==> config.mk <==
export PLATFORM = sky130hd
export DESIGN_NAME = bank_mapper_scanline_irq_top
export DESIGN_NICKNAME = d
export VERILOG_FILES = /design/src/rtl/core/bmsi_pkg.sv /design/src/rtl/core/bmsi_bank.sv /design/src/rtl/core/bmsi_irq.sv /design/src/rtl/core/bank_mapper_scanline_irq_top.sv
export SDC_FILE = /design/constraint.sdc
export NUM_CORES = 1
export LEC_CHECK = 0
export ABC_AREA = 0
export BUFFER_PORTS_ARGS = -buffer_cell sky130_fd_sc_hd__buf_2
export CAP_MARGIN = 40
export CORE_AREA = 3 3 137 165
export CTS_CLUSTER_SIZE = 28
export DETAILED_ROUTE_END_ITERATION = 10
export DIE_AREA = 0 0 140 168
export GPL_TIMING_DRIVEN = 0
export HOLD_SLACK_MARGIN = 0.03
export SLEW_MARGIN = 20
export SYNTH_ARGS = -nofsm -noshare
export SYNTH_HDL_FRONTEND = slang
export SYNTH_SLANG_ARGS = --single-unit
==> constraint.sdc <==
create_clock -name clk -period 11.02 [get_ports clk]
set_input_delay 2.204 -clock clk [delete_from_list [all_inputs] [get_ports clk]]
set_output_delay 2.204 -clock clk [all_outputs]
set_load 0.01 [all_outputs]
==> src/rtl/core/bmsi_pkg.sv <==
package bmsi_pkg;

  typedef enum logic [1:0] {
    FUNC_CPU_READ  = 2'd0,
    FUNC_CPU_WRITE = 2'd1,
    FUNC_PPU       = 2'd2,
    FUNC_NONE      = 2'd3
  } func_t;

  typedef enum logic [1:0] {
    TGT_NONE    = 2'd0,
    TGT_PRG_RAM = 2'd1,
    TGT_PRG_ROM = 2'd2,
    TGT_CHR     = 2'd3
  } target_t;

  // one bus access as held in the input register
  typedef struct packed {
    func_t       func;
    logic [15:0] address;
    logic [7:0]  data;
    logic [8:0]  ppu_cycle;
  } acc_t;

  // mapper register decode
  localparam logic [15:0] REG_DEC_MASK    = 16'h6001;
  localparam logic [15:0] REG_BANK_SELECT = 16'h0000;
  localparam logic [15:0] REG_BANK_DATA   = 16'h0001;
  localparam logic [15:0] REG_MIRROR      = 16'h2000;
  localparam logic [15:0] REG_IRQ_PERIOD  = 16'h4000;
  localparam logic [15:0] REG_IRQ_RELOAD  = 16'h4001;
  localparam logic [15:0] REG_IRQ_DISABLE = 16'h6000;
  localparam logic [15:0] REG_IRQ_ENABLE  = 16'h6001;

  localparam logic [15:0] PRG_RAM_BASE = 16'h6000;
  localparam logic [15:0] PRG_ROM_BASE = 16'h8000;
  localparam logic [15:0] CHR_LIMIT    = 16'h1FFF;

  // configuration register indexes
  localparam logic [1:0] CFG_PRG_BANK_COUNT   = 2'd0;
  localparam logic [1:0] CFG_NT_LOCK          = 2'd1;
  localparam logic [1:0] CFG_INITIAL_VERTICAL = 2'd2;

  localparam logic [7:0] PRG_BANK_COUNT_RST = 8'd32;

  localparam logic [1:0] NT_QUAD = 2'd2;

  // a12 filter
  localparam logic [3:0]  A12_MIN_LOW  = 4'd9;
  localparam logic [15:0] ELAPSED_MAX  = 16'hFFFF;

  localparam logic [2:0] BANK_R6 = 3'd6;
  localparam logic [2:0] BANK_R7 = 3'd7;

endpackage

==> src/rtl/core/bmsi_bank.sv <==
module bmsi_bank (
  input  logic             clk,
  input  logic             rst_n,
  input  logic             fire,
  input  bmsi_pkg::acc_t   acc,
  input  logic [7:0]       prg_bank_count,
  input  logic             nt_lock,
  input  logic             cfg_init_wr,
  input  logic             cfg_init_val,
  output bmsi_pkg::target_t target,
  output logic [21:0]      maddr,
  output logic             mirror_nxt
);
  import bmsi_pkg::*;

  logic [7:0]  bank_regs_r [8];
  logic [2:0]  bank_index_r, bank_index_nxt;
  logic        prg_swap_r, prg_swap_nxt;
  logic        chr_inv_r, chr_inv_nxt;
  logic        mirror_r;
  logic        reg_wr;
  logic        bank_wr;
  logic [15:0] dec;
  logic [1:0]  win;
  logic        use_last;
  logic [2:0]  prg_idx;
  logic [2:0]  chr_idx;
  logic [2:0]  rd_idx;
  logic [7:0]  rd;
  logic [7:0]  nm1;
  logic [12:0] chr_a;
  logic [17:0] chr_addr;
  logic        is_cpu;

  assign reg_wr = fire && (acc.func == FUNC_CPU_WRITE) && acc.address[15];
  assign dec    = acc.address & REG_DEC_MASK;

  always_comb begin
    bank_index_nxt = bank_index_r;
    prg_swap_nxt   = prg_swap_r;
    chr_inv_nxt    = chr_inv_r;
    mirror_nxt     = mirror_r;
    bank_wr        = 1'b0;
    if (cfg_init_wr) begin
      mirror_nxt = cfg_init_val;
    end else if (reg_wr) begin
      case (dec)
        REG_BANK_SELECT: begin
          bank_index_nxt = acc.data[2:0];
          prg_swap_nxt   = acc.data[6];
          chr_inv_nxt    = acc.data[7];
        end
        REG_BANK_DATA: bank_wr = 1'b1;
        REG_MIRROR: begin
          if (!nt_lock) mirror_nxt = acc.data[0];
        end
        default: ;
      endcase
    end
  end

  always_ff @(posedge clk) begin
    if (!rst_n) begin
      bank_index_r <= 3'd0;
      prg_swap_r   <= 1'b0;
      chr_inv_r    <= 1'b0;
      mirror_r     <= 1'b0;
    end else begin
      bank_index_r <= bank_index_nxt;
      prg_swap_r   <= prg_swap_nxt;
      chr_inv_r    <= chr_inv_nxt;
      mirror_r     <= mirror_nxt;
    end
  end

  always_ff @(posedge clk) begin
    if (bank_wr) bank_regs_r[bank_index_r] <= acc.data;
  end

  // program windows: 8 KiB each, two switchable and two fixed near the end
  assign win = acc.address[14:13];
  always_comb begin
    use_last = 1'b0;
    prg_idx  = BANK_R6;
    case (win)
      2'd0: begin
        use_last = prg_swap_r;
        prg_idx  = BANK_R6;
      end
      2'd1: prg_idx = BANK_R7;
      2'd2: begin
        use_last = !prg_swap_r;
        prg_idx  = BANK_R6;
      end
      default: use_last = 1'b1;
    endcase
  end

  assign chr_a   = {acc.address[12] ^ chr_inv_r, acc.address[11:0]};
  assign chr_idx = chr_a[12] ? (3'd2 + {1'b0, chr_a[11:10]}) : {2'b00, chr_a[11]};
  assign rd_idx  = (acc.func == FUNC_PPU) ? chr_idx : prg_idx;
  assign rd      = bank_regs_r[rd_idx];

  // 1 KiB pages in the upper half, 2 KiB pages in the lower half
  assign chr_addr = chr_a[12] ? {rd, chr_a[9:0]} : {rd[7:1], chr_a[10:0]};

  assign nm1    = (prg_bank_count == 8'd0) ? 8'd0 : prg_bank_count - 8'd1;
  assign is_cpu = (acc.func == FUNC_CPU_READ) || (acc.func == FUNC_CPU_WRITE);

  always_comb begin
    target = TGT_NONE;
    maddr  = 22'd0;
    if (is_cpu) begin
      if (acc.address >= PRG_ROM_BASE) begin
        if (acc.func == FUNC_CPU_READ) begin
          target = TGT_PRG_ROM;
          maddr  = use_last ? {nm1, win[0], acc.address[12:0]}
                            : {3'd0, rd[5:0], acc.address[12:0]};
        end
      end else if (acc.address >= PRG_RAM_BASE) begin
        target = TGT_PRG_RAM;
        maddr  = {9'd0, acc.address[12:0]};
      end
    end else if (acc.func == FUNC_PPU && acc.address <= CHR_LIMIT) begin
      target = TGT_CHR;
      maddr  = {4'd0, chr_addr};
    end
  end

endmodule

==> src/rtl/core/bmsi_irq.sv <==
module bmsi_irq #(
  parameter int DOTS_PER_LINE = 341
) (
  input  logic           clk,
  input  logic           rst_n,
  input  logic           fire,
  input  bmsi_pkg::acc_t acc,
  output logic           flag_nxt
);
  import bmsi_pkg::*;

  localparam int StepW = $clog2(DOTS_PER_LINE + 512);

  logic [7:0]       period_r, period_nxt;
  logic [7:0]       count_r, count_nxt;
  logic             enable_r, enable_nxt;
  logic             reload_r, reload_nxt;
  logic             flag_r;
  logic             last_a12_r, last_a12_nxt;
  logic [8:0]       last_dot_r, last_dot_nxt;
  logic [1:0]       phase_r, phase_nxt;
  logic [15:0]      elapsed_r, elapsed_nxt;
  logic             a12;
  logic [7:0]       clk_val;
  logic             clk_hit;
  logic             fwd;
  logic [StepW-1:0] wrap_sum;
  logic [StepW-1:0] step;
  logic [16:0]      elapsed_sum;
  logic [3:0]       threshold;
  logic [1:0]       phase_adv;

  assign a12 = acc.address[12];

  // counter clock: reload on pending or zero, otherwise count down
  assign clk_val = (reload_r || count_r == 8'd0) ? period_r : count_r - 8'd1;
  assign clk_hit = (count_r != 8'd0 || reload_r) && clk_val == 8'd0 && enable_r;

  assign fwd      = acc.ppu_cycle >= last_dot_r;
  assign wrap_sum = StepW'(DOTS_PER_LINE) + StepW'(acc.ppu_cycle);
  always_comb begin
    if (fwd) step = StepW'(acc.ppu_cycle - last_dot_r);
    else if (wrap_sum >= StepW'(last_dot_r)) step = wrap_sum - StepW'(last_dot_r);
    else step = '0;
  end
  assign elapsed_sum = {1'b0, elapsed_r} + 17'(step);
  assign threshold   = A12_MIN_LOW + {2'b00, phase_r};

  // phase advances by two, modulo three
  always_comb begin
    case (phase_r)
      2'd0:    phase_adv = 2'd2;
      2'd1:    phase_adv = 2'd0;
      2'd2:    phase_adv = 2'd1;
      default: phase_adv = 2'd2;
    endcase
  end

  always_comb begin
    period_nxt   = period_r;
    count_nxt    = count_r;
    enable_nxt   = enable_r;
    reload_nxt   = reload_r;
    flag_nxt     = flag_r;
    last_a12_nxt = last_a12_r;
    last_dot_nxt = last_dot_r;
    phase_nxt    = phase_r;
    elapsed_nxt  = elapsed_r;
    if (fire && acc.func == FUNC_CPU_WRITE && acc.address[15]) begin
      case (acc.address & REG_DEC_MASK)
        REG_IRQ_PERIOD: period_nxt = acc.data;
        REG_IRQ_RELOAD: reload_nxt = 1'b1;
        REG_IRQ_DISABLE: begin
          enable_nxt = 1'b0;
          flag_nxt   = 1'b0;
        end
        REG_IRQ_ENABLE: enable_nxt = 1'b1;
        default: ;
      endcase
    end else if (fire && acc.func == FUNC_PPU) begin
      if (!last_a12_r && a12) begin
        if (elapsed_r >= {12'd0, threshold}) begin
          count_nxt  = clk_val;
          reload_nxt = 1'b0;
          if (clk_hit) flag_nxt = 1'b1;
        end
      end else if (last_a12_r && !a12) begin
        elapsed_nxt = 16'd1;
      end else if (!a12) begin
        elapsed_nxt = elapsed_sum[16] ? ELAPSED_MAX : elapsed_sum[15:0];
      end
      if (fwd) phase_nxt = phase_adv;
      last_dot_nxt = acc.ppu_cycle;
      last_a12_nxt = a12;
    end
  end

  always_ff @(posedge clk) begin
    if (!rst_n) begin
      period_r   <= 8'd0;
      count_r    <= 8'd0;
      enable_r   <= 1'b0;
      reload_r   <= 1'b0;
      flag_r     <= 1'b0;
      last_a12_r <= 1'b0;
      last_dot_r <= 9'd0;
      phase_r    <= 2'd0;
      elapsed_r  <= 16'd0;
    end else begin
      period_r   <= period_nxt;
      count_r    <= count_nxt;
      enable_r   <= enable_nxt;
      reload_r   <= reload_nxt;
      flag_r     <= flag_nxt;
      last_a12_r <= last_a12_nxt;
      last_dot_r <= last_dot_nxt;
      phase_r    <= phase_nxt;
      elapsed_r  <= elapsed_nxt;
    end
  end

endmodule

==> src/rtl/core/bank_mapper_scanline_irq_top.sv <==
// Cartridge bank mapper with a scanline interrupt counter. Every bus access
// (CPU read, CPU write or PPU access) yields one result: the memory that
// answers it, the byte address in that memory, the interrupt line level and
// the nametable mode after the access. The block takes one access per clock
// while out_stall does not hold the pipeline; an access passes through an
// input register and its result is then registered in the output register.
// Mapping, register decode and the A12 filter are all combinational logic
// between those two registers. Bank data registers are not reset: map
// through a bank only after writing it. Configuration writes are taken at
// any time (cfg_ready is always high) but belong in idle time.
module bank_mapper_scanline_irq_top #(
  parameter int DOTS_PER_LINE = 341
) (
  input  logic        clk,
  input  logic        rst_n,
  input  logic        in_valid,
  output logic        in_stall,
  input  logic [1:0]  in_func,
  input  logic [15:0] in_address,
  input  logic [7:0]  in_data,
  input  logic [8:0]  in_ppu_cycle,
  output logic        out_valid,
  input  logic        out_stall,
  output logic [1:0]  out_target,
  output logic [21:0] out_mapped_address,
  output logic        out_irq_active,
  output logic [1:0]  out_nametable_mode,
  input  logic        cfg_valid,
  output logic        cfg_ready,
  input  logic [1:0]  cfg_index,
  input  logic [7:0]  cfg_data
);
  import bmsi_pkg::*;

  logic        s1_valid_r;
  acc_t        s1_acc_r;
  logic        s1_stall;
  logic        fire;
  logic        in_accept;
  logic        out_valid_r;
  logic [1:0]  out_target_r;
  logic [21:0] out_maddr_r;
  logic        out_irq_r;
  logic [1:0]  out_nt_r;
  logic [7:0]  prg_bank_count_r;
  logic        nt_lock_r;
  logic        cfg_wr;
  logic        cfg_init_wr;
  target_t     target;
  logic [21:0] maddr;
  logic        mirror_nxt;
  logic        flag_nxt;

  assign cfg_ready   = 1'b1;
  assign cfg_wr      = cfg_valid && cfg_ready;
  assign cfg_init_wr = cfg_wr && (cfg_index == CFG_INITIAL_VERTICAL);

  always_ff @(posedge clk) begin
    if (!rst_n) begin
      prg_bank_count_r <= PRG_BANK_COUNT_RST;
      nt_lock_r        <= 1'b0;
    end else if (cfg_wr) begin
      case (cfg_index)
        CFG_PRG_BANK_COUNT: prg_bank_count_r <= cfg_data;
        CFG_NT_LOCK:        nt_lock_r        <= cfg_data[0];
        default: ;
      endcase
    end
  end

  // two-stage pipeline with a common stall
  assign s1_stall  = out_valid_r && out_stall;
  assign in_stall  = s1_valid_r && s1_stall;
  assign in_accept = in_valid && !in_stall;
  assign fire      = s1_valid_r && !s1_stall;

  always_ff @(posedge clk) begin
    if (!rst_n) begin
      s1_valid_r <= 1'b0;
    end else if (!in_stall) begin
      s1_valid_r <= in_valid;
    end
  end

  always_ff @(posedge clk) begin
    if (in_accept) begin
      s1_acc_r.func      <= func_t'(in_func);
      s1_acc_r.address   <= in_address;
      s1_acc_r.data      <= in_data;
      s1_acc_r.ppu_cycle <= in_ppu_cycle;
    end
  end

  bmsi_bank u_bank (
    .clk            (clk),
    .rst_n          (rst_n),
    .fire           (fire),
    .acc            (s1_acc_r),
    .prg_bank_count (prg_bank_count_r),
    .nt_lock        (nt_lock_r),
    .cfg_init_wr    (cfg_init_wr),
    .cfg_init_val   (cfg_data[0]),
    .target         (target),
    .maddr          (maddr),
    .mirror_nxt     (mirror_nxt)
  );

  bmsi_irq #(
    .DOTS_PER_LINE (DOTS_PER_LINE)
  ) u_irq (
    .clk      (clk),
    .rst_n    (rst_n),
    .fire     (fire),
    .acc      (s1_acc_r),
    .flag_nxt (flag_nxt)
  );

  always_ff @(posedge clk) begin
    if (!rst_n) begin
      out_valid_r <= 1'b0;
    end else if (!s1_stall) begin
      out_valid_r <= s1_valid_r;
    end
  end

  always_ff @(posedge clk) begin
    if (fire) begin
      out_target_r <= target;
      out_maddr_r  <= maddr;
      out_irq_r    <= flag_nxt;
      out_nt_r     <= nt_lock_r ? NT_QUAD : {1'b0, mirror_nxt};
    end
  end

  assign out_valid          = out_valid_r;
  assign out_target         = out_target_r;
  assign out_mapped_address = out_maddr_r;
  assign out_irq_active     = out_irq_r;
  assign out_nametable_mode = out_nt_r;

endmodule
==> impl_metrics.ini, run 1 <==
[run_status]
status = finished, final reports clean

[synth]
synth_cell_area_um2 = 9460
synth-edff-count = 126
synth.cells.most_frequent = edfxtp_1 (126), nand2_1 (86), nor2_1 (77)
yosys.cell_count.top_type = edfxtp_1
synth_top_flop_cell = edfxtp_1
yosys_register_bits = 190
mappedNetlistNets = 970
synthDominantAreaCellType = edfxtp_1
ys_top_cells_by_area = edfxtp_1 (40%), dfxtp_1 (14%), mux2i_1 (5.3%)
synth_largest_type_area_fraction_pct = 40.0
synth_cell_type_count = 69
postSynthAreaPerCell_um2 = 10.8
syn_inst = 879
postSynth.asyncResetShare_pct = 0
synthesis.yosys.warnings = 0
synth-seq-area-share_pct = 53.5

[sta]
setup_viol = 0
tns_ns = 0
worst_slew_margin_rel_pct = 44.6
grt_setup_unrepaired = no
final_skew_ns = 0.0151
final.period_utilization_pct = 47.9
worstMarginPinSlew_ns = 0.826
final-max-slew-violation-count = 0
report.final.hold_viol_count = 0
holdWs_ns = 0.456
post-route-min-period_ns = 5.28
achievable-frequency_mhz = 189
fin_worst_setup_slack_ns = 5.74

[clocking]
clk_root_buffer_cell = clkbuf_16
cts_buffers = 17
htreeDepth = 4
post_cts_hold_buffer_count = 0
cts.clk_slew.worst_paths_ns = 0.08
tritoncts = done
ctsLongestPathBuffers = 2
clock_sinks = 190
cts.repair_timing.setup_buffer_count = 0
insertion_delay_ns = 0.44
cts_repair_resize_count = 0

[setup_path]
reg2reg_to = u_irq.elapsed_r[5]$_SDFFE_PN0P_
cp_slowest_cell = edfxtp_1
critPathMostFrequentCell = ha_1
path_cells = ha_1 > o21a_1 > o21ai_0 > a21boi_0 > xnor2_1 > ha_1 > nand3b_1 > nor3_1 > or4_1 > o21ai_2 > mux2i_1 > ha_1 > inv_1 > fa_1 > nor2b_1 > o31ai_1 > a21o_1 > a21oi_1 > clkbuf_1 > o21ai_0 > nand2_1
reg2regPathDepth = 21
crit_fanout = 10
setup.reg_to_reg.worst_slack_ns = 5.74
timing.critical_path.slowest_cell_delay_ns = 0.50
worstSetupPathType = flip-flop to flip-flop
req_time_crit_path_ns = 11.39
crit-reg2reg-launch = s1_acc_r[0]$_DFFE_PP_
timing.critical_path.from_type = flip-flop
timing.critical_path.arrival_ns = 5.65
endpoint_kind = flip-flop

[global_route]
grt.total_usage_pct = 19.1
global_route.usage.met2_pct = 34.0
use_met3_pct = 3.44
grt_max_degree = 20
antenna_found_initial = 0
globalRouteOverflowTotal = 0
grt_util_met1_pct = 23.3
grt_first_pass_wirelength_mm = 35.3
globalRoute.busiestLayer = met2
first_global_vias = 6701

[placed_design]
estimated_wirelength_of_the_detail_placed_design_mm = 16.6
place_ws_ns = 5.76
io_buffer_count = 78
gpl.final_weighted_congestion = 0.864

[floorplanning]
floorplan.core_area_um2 = 21000
floorplan.initialDensity_pct = 45.0
die_y_um = 168
row_count = 58
die_area_um2 = 23500
die_x_um = 140
top_ports = 80

[route]
detail-route-antenna-nets = 0
route.vias.total = 6845
drt_drc_violations_left = 0
dr.first_iter.drc_count = 385
post_drt_wl_per_cell_um = 17.4
post_detailed_routing_wire_length_mm = 22.0
via_per_inst = 5.39
drt-pass1-iter-count = 5

[power_and_ir_drop]
ir_worst_vdd_mv = 0.112
powerDensity_nw_per_um2 = 146
total_leakage_power_uw = 0.00407
post-layout-total-power_uw = 1610

[hold_path]
worst_hold_path_type = flip-flop to flip-flop
min_delay_worst_endpoint = u_irq.last_dot_r[5]$_SDFFE_PN0P_
worstHoldStart = u_irq.last_dot_r[5]$_SDFFE_PN0P_
worstHoldPathCells = 2

[final_layout]
drive_gt1_share_pct = 15.0
syn_to_final_growth_pct = 15.8
diodes = 0
design.final.nets = 1077

[flow_run]
maxCapViolations = 0
## layer usage
metal	wire length (µm)	part of all wire, %
met5	0	0
met4	539	2.4
met3	833	3.8
met2	11300	51
met1	9360	42
## power by group
group	internal (µW)	switching, µW	total, µW
Combinational	75.0	103	178
Sequential	777	14.8	791
Clock	347	289	636
Total	1200	407	1610
## state kept, by name (all words and copies together) (netlist names), 2 cells and up
register and flops:
out_mapped_address 22, u_irq.count_r 8, s1_acc_r 35, out_target 2
u_irq.phase_r 2, u_bank.bank_index_r 3, u_bank.bank_regs_r 64, prg_bank_count_r 8
out_nametable_mode 2, u_irq.last_dot_r 9, u_irq.period_r 8, u_irq.elapsed_r 16
## worst max-delay path: cells and delay by family, from the launching register on
family,cells,cell delay (ns)
multiplexers,1,0.26
AO/OA/AOI/OAI,8,1.70
adder cells (fa/ha/maj),4,1.29
XOR/XNOR,1,0.16
AND/OR/NAND/NOR,5,0.80
flip-flops,1,0.50
buffers and inverters,2,0.49
## worst max-delay path by stage
| stage | startpoint | to | slack (ns) | cells past startpoint |
|---|---|---|---|---|
| after floorplan | out_stall | u_bank.bank_regs_r[0][0]$_DFFE_PP_ | 5.70 | 5 |
| after global placement | out_stall | u_bank.bank_regs_r[0][3]$_DFFE_PP_ | 4.00 | 6 |
| after detailed placement | s1_acc_r[1]$_DFFE_PP_ | u_irq.elapsed_r[10]$_SDFFE_PN0P_ | 5.76 | 21 |
| after CTS | s1_acc_r[1]$_DFFE_PP_ | u_irq.elapsed_r[10]$_SDFFE_PN0P_ | 5.72 | 21 |
| after global routing | s1_acc_r[1]$_DFFE_PP_ | u_irq.elapsed_r[2]$_SDFFE_PN0P_ | 5.28 | 21 |
| final | s1_acc_r[0]$_DFFE_PP_ | u_irq.elapsed_r[5]$_SDFFE_PN0P_ | 5.74 | 21 |
## metrics by stage
stage / std cells / cell area (µm²) / utilization [%]
global placement: 1227 / 10200 / 48.4
CTS: 1269 / 11000 / 52.1
detailed placement: 1237 / 10300 / 49.1
floorplan: 879 / 9460 / -
finish: 1269 / 11000 / 52.1
global route: 1269 / 11000 / 52.1
## logic make-up after synthesis
family,share of synthesized area [%]
adder cells (fa/ha/maj),5.66
other,0.0396
AO/OA/AOI/OAI,13.7
AND/OR/NAND/NOR,15.0
flip-flops,53.5
multiplexers,6.12
buffers and inverters,2.63
XOR/XNOR,3.32
## cell usage in the layout, fill, tap and decap left out, types with 18 or more instances in the layout
cell / instances
dfxtp_1: 64
a21oi_1: 62
mux2i_1: 50
nor2_1: 77
xnor2_1: 20
o21ai_0: 48
inv_1: 31
nand2_1: 86
ha_1: 38
buf_2: 82
nand3_1: 18
nor2b_1: 19
edfxtp_1: 126
clkbuf_1: 18
## area by class of cell
cell class                      count  area, µm²
Buffer                             28        129
Sequential cell                   190       5060
Clock buffer                       17        425
Tap cell                          270        338
Fill cell                        1900      10100
Inverter                           32        120
Multi-Input combinational cell    629       4180
Clock inverter                     15        195
Timing Repair Buffer               88        509
Note: power is estimated with default switching activity, not from simulation.
==> run 2, diff against run 1 <==
==> constraint.sdc (replaced) <==
create_clock -name clk -period 5 [get_ports clk]
set_input_delay 1 -clock clk [delete_from_list [all_inputs] [get_ports clk]]
set_output_delay 1 -clock clk [all_outputs]
set_load 0.01 [all_outputs]
==> impl_metrics.ini, run 2 (synthesis gave the netlist of run 1 again) <==
[global_route]
globalRouteOverflowTotal = 0
grt_first_pass_wirelength_mm = 35.3
grt.total_usage_pct = 19.1
antenna_found_initial = 0
grt_max_degree = 20
first_global_vias = 6711

[route]
post_detailed_routing_wire_length_mm = 22.1
drt_drc_violations_left = 0
detail-route-antenna-nets = 0
route.vias.total = 6872
via_per_inst = 5.39
drt-pass1-iter-count = 4
post_drt_wl_per_cell_um = 17.3
dr.first_iter.drc_count = 397

[setup_path]
timing.critical_path.from_type = flip-flop
req_time_crit_path_ns = 5.31
crit_fanout = 5
timing.critical_path.arrival_ns = 5.01
worstSetupPathType = flip-flop to flip-flop
reg2regPathDepth = 20
endpoint_kind = flip-flop

[power_and_ir_drop]
total_leakage_power_uw = 0.00409
powerDensity_nw_per_um2 = 321
ir_worst_vdd_mv = 0.248

[final_layout]
register_ranked_first_by_flip_flop_count = u_bank.bank_regs_r
design.final.nets = 1083
n_fill_cell = 1896
drive_gt1_share_pct = 15.9
mostFrequentLayoutCells = edfxtp_1 (126), nand2_1 (86), buf_2 (82)
largest_reg_flops = 64
diodes = 0
mostFrequentLayoutCell = edfxtp_1
syn_to_final_growth_pct = 16.5
finish.cell_count_without_fillers = 1275

[placed_design]
gpl.final_weighted_congestion = 0.864
dp_cells = 1237
io_buffer_count = 78
place_ws_ns = -0.264
estimated_wirelength_of_the_detail_placed_design_mm = 16.6

[floorplanning]
die_area_um2 = 23500
top_ports = 80
floorplan.core_area_um2 = 21000
die_y_um = 168
die_x_um = 140
floorplan.initialDensity_pct = 45.0
row_count = 58

[clocking]
tritoncts = done
htreeDepth = 4
cts_buffers = 17
cts.clk_slew.worst_paths_ns = 0.08
clk_root_buffer_cell = clkbuf_16
insertion_delay_ns = 0.44
clock_sinks = 190
post_cts_hold_buffer_count = 0
ctsLongestPathBuffers = 2

[sta]
final.period_utilization_pct = 94.0
post-route-min-period_ns = 4.70
tns_ns = 0
fin_worst_setup_slack_ns = 0.299
final-max-slew-violation-count = 0
worst_slew_margin_rel_pct = 44.4
worstMarginPinSlew_ns = 0.829
final_skew_ns = 0.0130
achievable-frequency_mhz = 213
setup_viol = 0
report.final.hold_viol_count = 0

[hold_path]
worstHoldPathCells = 2
worst_hold_path_type = flip-flop to flip-flop

[run_status]
status = finished, final reports clean

[flow_run]
maxCapViolations = 0
==> run 2: cell count changes in the layout (fill, tap and decap cells not counted) <==
cell	delta
a21oi_1	-1
a21oi_2	+1
buf_4	+6
clkbuf_1	-1
clkbuf_4	+1
o21ai_0	-1
o21ai_4	+1
o31ai_1	-1
o31ai_2	+1
==> run 2: per-stage QoR <==
stage               hold WS [ns]  utilization (%)  power (µW)  area, µm²
floorplan                  0.432                -        2040       9460
global placement           0.445             48.4        2160      10200
detailed placement         0.446             49.1        2170      10300
CTS                        0.457             52.1        3580      11000
global route               0.479             52.4        3690      11000
finish                     0.456             52.4        3540      11000
==> run 2: cell type report <==
type	instances	area (µm²)	area share [%]
buffer	28	133	1.20
clock buffer	17	425	3.86
multi-input combinational	629	4200	38.1
inverter	32	120	1.09
sequential	190	5060	45.9
timing repair buffer	94	554	5.03
tap	270	338	3.06
clock inverter	15	195	1.77
==> run 2: repair_timing <==
action,CTS,global route
buffers inserted,0,6
endpoints found under the setup margin,13,16
pin swaps,1,1
resized for setup,3,5
hold endpoints to repair,0,0
==> run 2: metal layers <==
layer,global-route usage (%),vias up,routed length [µm]
met1,23.3,3218,9310
met3,3.44,33,872
met5,0,-,0
met2,34.0,162,11400
met4,6.49,0,552
li1,-,3459,-
==> run 2: path summary, 6_finish.rpt <==
path | start | endpoint | slack [ns]
setup reg to reg | s1_acc_r[0]$_DFFE_PP_ | u_irq.elapsed_r[9]$_SDFFE_PN0P_ | 0.30
hold reg to reg | u_irq.last_dot_r[5]$_SDFFE_PN0P_ | u_irq.last_dot_r[5]$_SDFFE_PN0P_ | 0.46
hold / removal | u_irq.last_dot_r[5]$_SDFFE_PN0P_ | u_irq.last_dot_r[5]$_SDFFE_PN0P_ | 0.46
setup / recovery | s1_acc_r[0]$_DFFE_PP_ | u_irq.elapsed_r[9]$_SDFFE_PN0P_ | 0.30
==> run 2: report_power, final <==
group,switching (µW),internal [µW]
combinational,230,171
sequential,32.5,1710
clock,635,764
total,898,2650
==> run 2: critical path: stages (launching register included) <==
cell and delay [ns]:
edfxtp_1 0.48, ha_1 0.28, o21a_1 0.21, o21ai_2 0.18, a21boi_0 0.14, xnor2_1 0.15
ha_1 0.34, nand3b_1 0.11, nor3_1 0.06, or4_1 0.48, o21ai_4 0.23, buf_4 0.15
buf_4 0.10, o21ai_0 0.09, ha_1 0.30, a211oi_1 0.29, o21ai_0 0.22, and3_1 0.23
or3_1 0.31, a21oi_1 0.14, o21ai_0 0.08
